==> config.mk <==
export PLATFORM = sky130hd
export DESIGN_NAME = i2c_master_byte_engine
export DESIGN_NICKNAME = d
export VERILOG_FILES = /design/src/rtl/core/i2cm_pkg.sv /design/src/rtl/core/i2cm_front.sv /design/src/rtl/core/i2cm_back.sv /design/src/rtl/core/i2c_master_byte_engine.sv
export SDC_FILE = /design/constraint.sdc
export NUM_CORES = 1
export LEC_CHECK = 0
export BUFFER_PORTS_ARGS = -buffer_cell sky130_fd_sc_hd__buf_4
export CAP_MARGIN = 20
export CORE_ASPECT_RATIO = 0.6
export CORE_MARGIN = 10
export CORE_UTILIZATION = 55
export DETAILED_ROUTE_END_ITERATION = 12
export MAX_ROUTING_LAYER = met4
export PLACE_DENSITY = 0.87
export SLEW_MARGIN = 15
export SYNTH_ARGS = -nofsm -noshare
export SYNTH_HDL_FRONTEND = slang
export SYNTH_SLANG_ARGS = --single-unit
==> constraint.sdc <==
create_clock -name clk_i -period 2.9 [get_ports clk_i]
set_input_delay 0.145 -clock clk_i [delete_from_list [all_inputs] [get_ports clk_i]]
set_output_delay 0.145 -clock clk_i [all_outputs]
set_load 0.01 [all_outputs]
==> src/rtl/core/i2cm_pkg.sv <==
package i2cm_pkg;

  localparam int unsigned BYTE_W = 8;
  localparam int unsigned TIMER_W = 8;
  localparam int unsigned BITCNT_W = 4;
  localparam int unsigned CMD_W = 3;
  localparam int unsigned CFG_IDX_W = 2;
  localparam int unsigned STEP_W = 5;

  localparam logic [BYTE_W-1:0] BIT_PHASE_RST = 8'd2;
  localparam logic [BYTE_W-1:0] EDGE_HOLD_RST = 8'd4;
  localparam logic [BYTE_W-1:0] ACK_TIMEOUT_RST = 8'd50;
  localparam logic [BITCNT_W-1:0] BITS_PER_BYTE = 4'd8;

  localparam int unsigned QUEUE_DEPTH = 2;
  localparam int unsigned QUEUE_PTR_W = (QUEUE_DEPTH > 1) ? $clog2(QUEUE_DEPTH) : 1;
  localparam int unsigned QUEUE_CNT_W = $clog2(QUEUE_DEPTH + 1);

  typedef enum logic [CMD_W-1:0] {
    CMD_TICK     = 3'd0,
    CMD_START    = 3'd1,
    CMD_STOP     = 3'd2,
    CMD_SEND     = 3'd3,
    CMD_WAIT_ACK = 3'd4,
    CMD_READ     = 3'd5
  } cmd_e;

  typedef enum logic [1:0] {
    KIND_NONE = 2'd0,
    KIND_TICK = 2'd1,
    KIND_CMD  = 2'd2
  } kind_e;

  typedef enum logic [CFG_IDX_W-1:0] {
    CFG_BIT_PHASE   = 2'd0,
    CFG_EDGE_HOLD   = 2'd1,
    CFG_ACK_TIMEOUT = 2'd2
  } cfg_e;

  typedef enum logic [STEP_W-1:0] {
    ST_IDLE    = 5'd0,
    ST_START_A = 5'd1,
    ST_START_B = 5'd2,
    ST_STOP_A  = 5'd3,
    ST_STOP_B  = 5'd4,
    ST_TX_LOW  = 5'd5,
    ST_TX_HIGH = 5'd6,
    ST_TX_TAIL = 5'd7,
    ST_AK_PRE  = 5'd8,
    ST_AK_POLL = 5'd9,
    ST_RD_LOW  = 5'd10,
    ST_RD_HIGH = 5'd11,
    ST_RD_AL   = 5'd12,
    ST_RD_AH   = 5'd13
  } step_e;

  typedef struct packed {
    logic [CMD_W-1:0]  command;
    logic [BYTE_W-1:0] tx_byte;
    logic              send_ack;
    logic              sda_in;
  } in_item_t;

  typedef struct packed {
    logic              scl_level;
    logic              sda_level;
    logic              sda_is_output;
    logic              busy_res;
    logic              op_done;
    logic [BYTE_W-1:0] rx_byte;
    logic              ack_failed;
    logic              cmd_rejected;
  } out_item_t;

  typedef struct packed {
    kind_e             kind;
    cmd_e              cmd;
    logic [BYTE_W-1:0] tx_byte;
    logic              send_ack;
    logic              sda_in;
  } op_t;

  typedef struct packed {
    logic valid;
    op_t  op;
  } queue_head_t;

endpackage

==> src/rtl/core/i2cm_front.sv <==
module i2cm_front (
  input  logic                 clk_i,
  input  logic                 rst_ni,
  input  logic                 in_valid_i,
  output logic                 in_stall_o,
  input  i2cm_pkg::in_item_t   in_item_i,
  input  logic                 pop_i,
  output i2cm_pkg::queue_head_t head_o
);

  i2cm_pkg::op_t                           op_d;
  i2cm_pkg::op_t                           mem_q [i2cm_pkg::QUEUE_DEPTH];
  logic [i2cm_pkg::QUEUE_PTR_W-1:0]        wr_ptr_q, wr_ptr_d;
  logic [i2cm_pkg::QUEUE_PTR_W-1:0]        rd_ptr_q, rd_ptr_d;
  logic [i2cm_pkg::QUEUE_CNT_W-1:0]        cnt_q, cnt_d;
  logic                                    push;
  logic                                    pop;

  // classify the incoming item
  always_comb begin
    op_d.kind     = i2cm_pkg::KIND_NONE;
    op_d.cmd      = i2cm_pkg::CMD_TICK;
    op_d.tx_byte  = in_item_i.tx_byte;
    op_d.send_ack = in_item_i.send_ack;
    op_d.sda_in   = in_item_i.sda_in;
    case (in_item_i.command)
      i2cm_pkg::CMD_TICK: begin
        op_d.kind = i2cm_pkg::KIND_TICK;
      end
      i2cm_pkg::CMD_START, i2cm_pkg::CMD_STOP, i2cm_pkg::CMD_SEND,
      i2cm_pkg::CMD_WAIT_ACK, i2cm_pkg::CMD_READ: begin
        op_d.kind = i2cm_pkg::KIND_CMD;
        op_d.cmd  = i2cm_pkg::cmd_e'(in_item_i.command);
      end
      default: begin
        op_d.kind = i2cm_pkg::KIND_NONE;
      end
    endcase
  end

  assign in_stall_o   = (cnt_q == i2cm_pkg::QUEUE_CNT_W'(i2cm_pkg::QUEUE_DEPTH));
  assign push         = in_valid_i && !in_stall_o;
  assign head_o.valid = (cnt_q != '0);
  assign head_o.op    = mem_q[rd_ptr_q];
  assign pop          = pop_i && head_o.valid;

  always_comb begin
    wr_ptr_d = wr_ptr_q;
    rd_ptr_d = rd_ptr_q;
    cnt_d    = cnt_q;
    if (push) begin
      if (wr_ptr_q == i2cm_pkg::QUEUE_PTR_W'(i2cm_pkg::QUEUE_DEPTH - 1)) begin
        wr_ptr_d = '0;
      end else begin
        wr_ptr_d = wr_ptr_q + 1'b1;
      end
    end
    if (pop) begin
      if (rd_ptr_q == i2cm_pkg::QUEUE_PTR_W'(i2cm_pkg::QUEUE_DEPTH - 1)) begin
        rd_ptr_d = '0;
      end else begin
        rd_ptr_d = rd_ptr_q + 1'b1;
      end
    end
    if (push && !pop) begin
      cnt_d = cnt_q + 1'b1;
    end else if (pop && !push) begin
      cnt_d = cnt_q - 1'b1;
    end
  end

  always_ff @(posedge clk_i or negedge rst_ni) begin
    if (!rst_ni) begin
      wr_ptr_q <= '0;
      rd_ptr_q <= '0;
      cnt_q    <= '0;
    end else begin
      wr_ptr_q <= wr_ptr_d;
      rd_ptr_q <= rd_ptr_d;
      cnt_q    <= cnt_d;
    end
  end

  always_ff @(posedge clk_i) begin
    if (push) begin
      mem_q[wr_ptr_q] <= op_d;
    end
  end

endmodule

==> src/rtl/core/i2cm_back.sv <==
module i2cm_back (
  input  logic                              clk_i,
  input  logic                              rst_ni,
  input  logic                              cfg_we_i,
  input  logic [i2cm_pkg::CFG_IDX_W-1:0]    cfg_idx_i,
  input  logic [i2cm_pkg::BYTE_W-1:0]       cfg_wdata_i,
  input  i2cm_pkg::queue_head_t             head_i,
  output logic                              pop_o,
  output logic                              out_valid_o,
  input  logic                              out_stall_i,
  output i2cm_pkg::out_item_t               out_item_o
);

  logic [i2cm_pkg::BYTE_W-1:0]   bit_phase_q, edge_hold_q, ack_timeout_q;
  i2cm_pkg::step_e               step_q, step_d;
  logic [i2cm_pkg::TIMER_W-1:0]  timer_q, timer_d;
  logic [i2cm_pkg::BITCNT_W-1:0] bit_cnt_q, bit_cnt_d, bit_cnt_inc;
  logic [i2cm_pkg::BYTE_W-1:0]   shift_q, shift_d;
  logic [i2cm_pkg::BYTE_W-1:0]   poll_cnt_q, poll_cnt_d;
  logic                          ack_choice_q, ack_choice_d;
  logic                          fail_pend_q, fail_pend_d;
  logic                          scl_q, scl_d;
  logic                          sda_q, sda_d;
  logic                          drive_q, drive_d;
  logic                          done, failed, rejected;
  logic [i2cm_pkg::BYTE_W-1:0]   rx;
  logic                          out_valid_q, out_valid_d;
  i2cm_pkg::out_item_t           out_item_q, out_item_d;
  i2cm_pkg::op_t                 op;

  assign op          = head_i.op;
  assign pop_o       = head_i.valid && (!out_valid_q || !out_stall_i);
  assign bit_cnt_inc = bit_cnt_q + 1'b1;

  always_ff @(posedge clk_i or negedge rst_ni) begin
    if (!rst_ni) begin
      bit_phase_q   <= i2cm_pkg::BIT_PHASE_RST;
      edge_hold_q   <= i2cm_pkg::EDGE_HOLD_RST;
      ack_timeout_q <= i2cm_pkg::ACK_TIMEOUT_RST;
    end else if (cfg_we_i) begin
      case (cfg_idx_i)
        i2cm_pkg::CFG_BIT_PHASE:   bit_phase_q   <= cfg_wdata_i;
        i2cm_pkg::CFG_EDGE_HOLD:   edge_hold_q   <= cfg_wdata_i;
        i2cm_pkg::CFG_ACK_TIMEOUT: ack_timeout_q <= cfg_wdata_i;
        default: ;
      endcase
    end
  end

  always_comb begin
    step_d       = step_q;
    timer_d      = timer_q;
    bit_cnt_d    = bit_cnt_q;
    shift_d      = shift_q;
    poll_cnt_d   = poll_cnt_q;
    ack_choice_d = ack_choice_q;
    fail_pend_d  = fail_pend_q;
    scl_d        = scl_q;
    sda_d        = sda_q;
    drive_d      = drive_q;
    done         = 1'b0;
    failed       = 1'b0;
    rejected     = 1'b0;
    rx           = '0;
    if (pop_o) begin
      case (op.kind)
        i2cm_pkg::KIND_CMD: begin
          if (step_q != i2cm_pkg::ST_IDLE) begin
            rejected = 1'b1;
          end else begin
            case (op.cmd)
              i2cm_pkg::CMD_START: begin
                drive_d = 1'b1;
                sda_d   = 1'b1;
                scl_d   = 1'b1;
                step_d  = i2cm_pkg::ST_START_A;
                timer_d = edge_hold_q;
              end
              i2cm_pkg::CMD_STOP: begin
                fail_pend_d = 1'b0;
                drive_d     = 1'b1;
                scl_d       = 1'b0;
                sda_d       = 1'b0;
                step_d      = i2cm_pkg::ST_STOP_A;
                timer_d     = edge_hold_q;
              end
              i2cm_pkg::CMD_SEND: begin
                drive_d   = 1'b1;
                scl_d     = 1'b0;
                sda_d     = op.tx_byte[i2cm_pkg::BYTE_W-1];
                shift_d   = {op.tx_byte[i2cm_pkg::BYTE_W-2:0], 1'b0};
                bit_cnt_d = '0;
                step_d    = i2cm_pkg::ST_TX_LOW;
                timer_d   = bit_phase_q;
              end
              i2cm_pkg::CMD_WAIT_ACK: begin
                drive_d     = 1'b0;
                sda_d       = 1'b1;
                fail_pend_d = 1'b0;
                step_d      = i2cm_pkg::ST_AK_PRE;
                timer_d     = i2cm_pkg::TIMER_W'(1);
              end
              i2cm_pkg::CMD_READ: begin
                drive_d      = 1'b0;
                scl_d        = 1'b0;
                shift_d      = '0;
                bit_cnt_d    = '0;
                ack_choice_d = op.send_ack;
                step_d       = i2cm_pkg::ST_RD_LOW;
                timer_d      = bit_phase_q;
              end
              default: ;
            endcase
          end
        end
        i2cm_pkg::KIND_TICK: begin
          if (step_q == i2cm_pkg::ST_IDLE) begin
            step_d = step_q;
          end else if (step_q == i2cm_pkg::ST_AK_POLL) begin
            if (!op.sda_in) begin
              scl_d  = 1'b0;
              step_d = i2cm_pkg::ST_IDLE;
              done   = 1'b1;
            end else if (poll_cnt_q >= ack_timeout_q) begin
              fail_pend_d = 1'b1;
              drive_d     = 1'b1;
              scl_d       = 1'b0;
              sda_d       = 1'b0;
              step_d      = i2cm_pkg::ST_STOP_A;
              timer_d     = edge_hold_q;
            end else begin
              poll_cnt_d = poll_cnt_q + 1'b1;
            end
          end else if (timer_q > i2cm_pkg::TIMER_W'(1)) begin
            timer_d = timer_q - 1'b1;
          end else begin
            timer_d = '0;
            case (step_q)
              i2cm_pkg::ST_START_A: begin
                sda_d   = 1'b0;
                step_d  = i2cm_pkg::ST_START_B;
                timer_d = edge_hold_q;
              end
              i2cm_pkg::ST_START_B: begin
                scl_d  = 1'b0;
                step_d = i2cm_pkg::ST_IDLE;
                done   = 1'b1;
              end
              i2cm_pkg::ST_STOP_A: begin
                scl_d   = 1'b1;
                sda_d   = 1'b1;
                step_d  = i2cm_pkg::ST_STOP_B;
                timer_d = edge_hold_q;
              end
              i2cm_pkg::ST_STOP_B: begin
                step_d      = i2cm_pkg::ST_IDLE;
                done        = 1'b1;
                failed      = fail_pend_q;
                fail_pend_d = 1'b0;
              end
              i2cm_pkg::ST_TX_LOW: begin
                scl_d   = 1'b1;
                step_d  = i2cm_pkg::ST_TX_HIGH;
                timer_d = bit_phase_q;
              end
              i2cm_pkg::ST_TX_HIGH: begin
                scl_d   = 1'b0;
                step_d  = i2cm_pkg::ST_TX_TAIL;
                timer_d = bit_phase_q;
              end
              i2cm_pkg::ST_TX_TAIL: begin
                bit_cnt_d = bit_cnt_inc;
                if (bit_cnt_inc >= i2cm_pkg::BITS_PER_BYTE) begin
                  step_d = i2cm_pkg::ST_IDLE;
                  done   = 1'b1;
                end else begin
                  sda_d   = shift_q[i2cm_pkg::BYTE_W-1];
                  shift_d = {shift_q[i2cm_pkg::BYTE_W-2:0], 1'b0};
                  step_d  = i2cm_pkg::ST_TX_LOW;
                  timer_d = bit_phase_q;
                end
              end
              i2cm_pkg::ST_AK_PRE: begin
                scl_d      = 1'b1;
                poll_cnt_d = '0;
                step_d     = i2cm_pkg::ST_AK_POLL;
              end
              i2cm_pkg::ST_RD_LOW: begin
                scl_d   = 1'b1;
                shift_d = {shift_q[i2cm_pkg::BYTE_W-2:0], op.sda_in};
                step_d  = i2cm_pkg::ST_RD_HIGH;
                timer_d = bit_phase_q;
              end
              i2cm_pkg::ST_RD_HIGH: begin
                bit_cnt_d = bit_cnt_inc;
                scl_d     = 1'b0;
                timer_d   = bit_phase_q;
                if (bit_cnt_inc >= i2cm_pkg::BITS_PER_BYTE) begin
                  drive_d = 1'b1;
                  sda_d   = !ack_choice_q;
                  step_d  = i2cm_pkg::ST_RD_AL;
                end else begin
                  step_d = i2cm_pkg::ST_RD_LOW;
                end
              end
              i2cm_pkg::ST_RD_AL: begin
                scl_d   = 1'b1;
                step_d  = i2cm_pkg::ST_RD_AH;
                timer_d = bit_phase_q;
              end
              i2cm_pkg::ST_RD_AH: begin
                scl_d  = 1'b0;
                step_d = i2cm_pkg::ST_IDLE;
                done   = 1'b1;
                rx     = shift_q;
              end
              default: begin
                step_d = i2cm_pkg::ST_IDLE;
              end
            endcase
          end
        end
        default: ;
      endcase
    end
  end

  always_comb begin
    out_item_d.scl_level     = scl_d;
    out_item_d.sda_level     = sda_d;
    out_item_d.sda_is_output = drive_d;
    out_item_d.busy_res      = (step_d != i2cm_pkg::ST_IDLE);
    out_item_d.op_done       = done;
    out_item_d.rx_byte       = rx;
    out_item_d.ack_failed    = failed;
    out_item_d.cmd_rejected  = rejected;
    if (pop_o) begin
      out_valid_d = 1'b1;
    end else if (!out_stall_i) begin
      out_valid_d = 1'b0;
    end else begin
      out_valid_d = out_valid_q;
    end
  end

  always_ff @(posedge clk_i or negedge rst_ni) begin
    if (!rst_ni) begin
      step_q       <= i2cm_pkg::ST_IDLE;
      timer_q      <= '0;
      bit_cnt_q    <= '0;
      shift_q      <= '0;
      poll_cnt_q   <= '0;
      ack_choice_q <= 1'b0;
      fail_pend_q  <= 1'b0;
      scl_q        <= 1'b1;
      sda_q        <= 1'b1;
      drive_q      <= 1'b1;
      out_valid_q  <= 1'b0;
    end else begin
      step_q       <= step_d;
      timer_q      <= timer_d;
      bit_cnt_q    <= bit_cnt_d;
      shift_q      <= shift_d;
      poll_cnt_q   <= poll_cnt_d;
      ack_choice_q <= ack_choice_d;
      fail_pend_q  <= fail_pend_d;
      scl_q        <= scl_d;
      sda_q        <= sda_d;
      drive_q      <= drive_d;
      out_valid_q  <= out_valid_d;
    end
  end

  always_ff @(posedge clk_i) begin
    if (pop_o) begin
      out_item_q <= out_item_d;
    end
  end

  assign out_valid_o = out_valid_q;
  assign out_item_o  = out_item_q;

  a_done_not_busy: assert property (@(posedge clk_i) disable iff (!rst_ni)
    out_valid_q && out_item_q.op_done |-> !out_item_q.busy_res)
    else $error("op_done reported while still busy");

  a_fail_with_done: assert property (@(posedge clk_i) disable iff (!rst_ni)
    out_valid_q && out_item_q.ack_failed |-> out_item_q.op_done && out_item_q.scl_level)
    else $error("ack failure without completed stop");

  a_reject_keeps_state: assert property (@(posedge clk_i) disable iff (!rst_ni)
    pop_o && rejected |=> $stable(step_q) && $stable(timer_q))
    else $error("rejected command changed the sequence");

  a_pollwait_released: assert property (@(posedge clk_i) disable iff (!rst_ni)
    step_q == i2cm_pkg::ST_AK_POLL |-> !drive_q && scl_q)
    else $error("ack poll without released sda and high scl");

endmodule

==> src/rtl/core/i2c_master_byte_engine.sv <==
// an accepted item waits in the item queue; its result is then registered at the output
// throughput: one item per cycle while the output is not stalled, set by i2cm_back
// a two-entry item queue sits between the classifier and the sequencer
// reset: asynchronous active low; bus released (scl, sda high, sda driven), sequencer idle,
// queue and output register empty, timing registers back to 2, 4 and 50
module i2c_master_byte_engine (
  input  logic                           clk_i,
  input  logic                           rst_ni,
  input  logic                           cfg_we_i,
  input  logic [i2cm_pkg::CFG_IDX_W-1:0] cfg_idx_i,
  input  logic [i2cm_pkg::BYTE_W-1:0]    cfg_wdata_i,
  input  logic                           in_valid_i,
  output logic                           in_stall_o,
  input  i2cm_pkg::in_item_t             in_item_i,
  output logic                           out_valid_o,
  input  logic                           out_stall_i,
  output i2cm_pkg::out_item_t            out_item_o
);

  i2cm_pkg::queue_head_t head;
  logic                  pop;

  i2cm_front u_front (
    .clk_i      (clk_i),
    .rst_ni     (rst_ni),
    .in_valid_i (in_valid_i),
    .in_stall_o (in_stall_o),
    .in_item_i  (in_item_i),
    .pop_i      (pop),
    .head_o     (head)
  );

  i2cm_back u_back (
    .clk_i       (clk_i),
    .rst_ni      (rst_ni),
    .cfg_we_i    (cfg_we_i),
    .cfg_idx_i   (cfg_idx_i),
    .cfg_wdata_i (cfg_wdata_i),
    .head_i      (head),
    .pop_o       (pop),
    .out_valid_o (out_valid_o),
    .out_stall_i (out_stall_i),
    .out_item_o  (out_item_o)
  );

endmodule
==> metrics <==
gr ovfl total 0; DRT Wirelength approximately 18000 um; die area 0.0164 mm2; minimum clock period 2.78 ns; RSZ-0062 raised after global routing false; clk slew on worst S/H paths 0.08 ns; Max Root-Sink Buffers 2; # resized after CTS 0; H-Tree Depth 3; placed cell areas 0.00701 mm2; Req. time, crit path 3.00 ns; Syn Inst Count approximately 600; first-pass detailed-route iteration total 5; P_leak around 0.003 uW; Crit Path Class flip-flop to flip-flop; initial drt markers 627; ANT cells 0; Pins Over Slew Limit 0; worst slew pin tran 0.897 ns; pre-CTS setup slack 0.174 ns; post-route design area 0.00742 mm2; Post-CTS Hold Buffers 11; Synth Register Bits 112; gr usage total 22.3%; Mapped Nets ~650; Tcrit/Tclk final 95.9%; final setup violation count 0; Final Wtd Congestion 0.982; crit-path max FO 5; Synth Warn # 0; largest net degree at the start of global routing 68; die width about 160 um; area grow syn2layout 16.6%; Vert. Die Dim 103 um; first-pass GRT wire length between 20000 and 30000 um; Seq/Total Area, Yosys roughly 48%; initial antenna violation count 0; fmax 0.360 GHz; crit path DAT 2.89 ns; DRC viols 0; Max VDD drop 461 uV; mapped cell area 0.00637 mm2; Detail Route Antenna Nets 0; Post-synth EDFFs 45; outcome finished clean; Vias/cell approximately 6.2; Top FF cell, synth dfrtp_1; worst-case hold slack 0.00502 ns; Max-Cap Viols 0; layout cells sized above 1 21.5%; core region area 0.0113 mm2; vias after detailed routing around 5.2k; max_slew headroom 40.2%; Cell Rows 30; crit path capture type flip-flop; CP Launch Type flip-flop; top post-synthesis cells by area dfrtp_1 (23%), edfxtp_1 (21%), mux2_2 (4.6%); WL per Instance roughly 21 um; TritonCTS buffer count 9; Filler cells 861; area share of the largest cell type after synthesis 23.2%; Final Worst Setup Slack 0.119 ns; clk_lat worst skew roughly 0.36 ns; CTS tree yes; setup bufs post-CTS 0; clock sink total roughly 110; area leader, netlist dfrtp_1; worst min path class input port to flip-flop; final-report hold violation count 0; number of buffers added on ports 44; ys async rst share 59.8%; CP max stage cell or4_1; Final TNS setup 0 ns; clk_skew around 0.012 ns; Ports 45; Avg Inst Size Synth about 10 um2; nets 722; PwrDens roughly 930 mW/mm2; DP HPWL between 10000 and 15000 um; CTS root buffer clkbuf_16; critical path's largest stage delay 0.51 ns; family with the most delay on the worst path compound AO/OA/AOI/OAI gates; vias in the first global route roughly 5k; Crit path buffers/inverters 1; Distinct cells, synth 84; worst path cell trace inv_1 > ha_1 > nand2b_1 > a2111o_1 > a32oi_2 > a221oi_1 > o2bb2ai_1 > or4_1; initial core utilization 56.4%
-- synth_stat cells (all sizes together) (3+ instances only) --
cell type,number
a211oi,5
a21oi,26
a221oi,7
a31oi,7
a32oi,9
a41oi,3
and2,10
and3,6
and4b,4
buf,16
clkbuf,9
dfrtp,59
dfstp,8
edfxtp,45
ha,15
inv,22
mux2,32
mux2i,19
nand2,58
nand2b,21
nand3,14
nand3b,3
nor2,37
nor2b,8
nor3,15
nor3b,6
nor4,4
o211ai,4
o21a,3
o21ai,58
o22ai,5
o2bb2ai,4
o31ai,10
or2,4
xnor2,8
xor2,8
-- placed cells by master, fill, tap and decap left out, types with 9 or more instances in the layout --
cell,count
nand2b_1,21
nor3_1,13
a21oi_1,24
dfrtp_1,59
mux2i_1,19
o31ai_1,10
buf_4,73
dlygate4sd3_1,11
mux2_2,26
nand3_1,13
nor2_1,34
edfxtp_1,45
o21ai_0,50
clkbuf_16,9
nand2_1,58
ha_1,15
and2_1,10
inv_1,22
-- worst paths after layout --
kind                                                  start                                 to  slack [ns]  cells past startpoint
max                        u_back.poll_cnt_q[0]$_DFFE_PN0P_    u_back.out_item_o[11]$_DFFE_PP_        0.12                      8
min                                             out_stall_i     u_back.out_valid_o$_DFFE_PN0P_       0.005                      3
max reg2reg                u_back.poll_cnt_q[0]$_DFFE_PN0P_    u_back.out_item_o[11]$_DFFE_PP_        0.12                      8
min reg2reg                    u_front.wr_ptr_q$_DFFE_PN0P_       u_front.wr_ptr_q$_DFFE_PN0P_        0.50                      1
max in group asynchronous                            rst_ni      u_back.shift_q[0]$_DFFE_PN0P_        1.86                      2
min in group asynchronous                            rst_ni  u_back.edge_hold_q[3]$_DFFE_PN0P_        0.41                      2
-- metal layers --
metal	global-route usage, %	vias to the layer above	share of wire [%]
li1	-	2402	-
met1	32.3	2537	49
met2	29.7	273	40
met3	6.64	21	11
met4	4.89	0	1.2
met5	-	-	0
-- worst min-delay path, stage by stage --
cell and delay, ns:
buf_4 0.09, nand2_1 0.05, nand2_1 0.05
-- state kept, by name, summed over array words and instances, names as in the netlist, 2 cells and up --
name,count
u_back.step_q,5
u_back.poll_cnt_q,8
u_back.bit_phase_q,8
u_back.edge_hold_q,8
u_front.cnt_q,2
u_back.ack_timeout_q,8
u_back.bit_cnt_q,4
u_back.out_item_o,15
u_back.timer_q,8
u_front.mem_q,30
u_back.shift_q,8
-- cell type report --
cell class | instances | area [um2] | area share, %
Sequential cell | 112 | 3040 | 40.9
Timing Repair Buffer | 85 | 678 | 9.14
Clock buffer | 9 | 225 | 3.03
Clock inverter | 7 | 77.6 | 1.05
Inverter | 23 | 86.3 | 1.16
Tap cell | 160 | 200 | 2.70
Multi-Input combinational cell | 448 | 3120 | 42.0
-- power breakdown --
part | switching (uW) | total [uW] | internal [uW]
clock network | 646 | 1260 | 611
registers | 406 | 2570 | 2160
logic | 1820 | 3100 | 1270
-- kinds of logic (layout without fill, tap and decap cells) --
group                    count (synthesis)  count (layout)  synth area share, %
XOR/XNOR                                16              16                 2.32
AND/OR/NAND/NOR                        202             202                 17.3
buffers and inverters                   48             124                 3.34
AO/OA/AOI/OAI                          164             164                 17.7
multiplexers                            51              51                 8.70
adder cells (fa/ha/maj)                 15              15                 2.95
flip-flops                             112             112                 47.7
-- per-stage QoR --
stage	utilization [%]	total power [uW]	cells
after floorplan	-	4510	608
after global placement	62.0	5530	817
after detailed placement	62.0	5600	817
after CTS	65.7	6870	844
after global routing	65.7	7330	844
final	65.7	6920	844
Power figures use the tool's default switching activity.
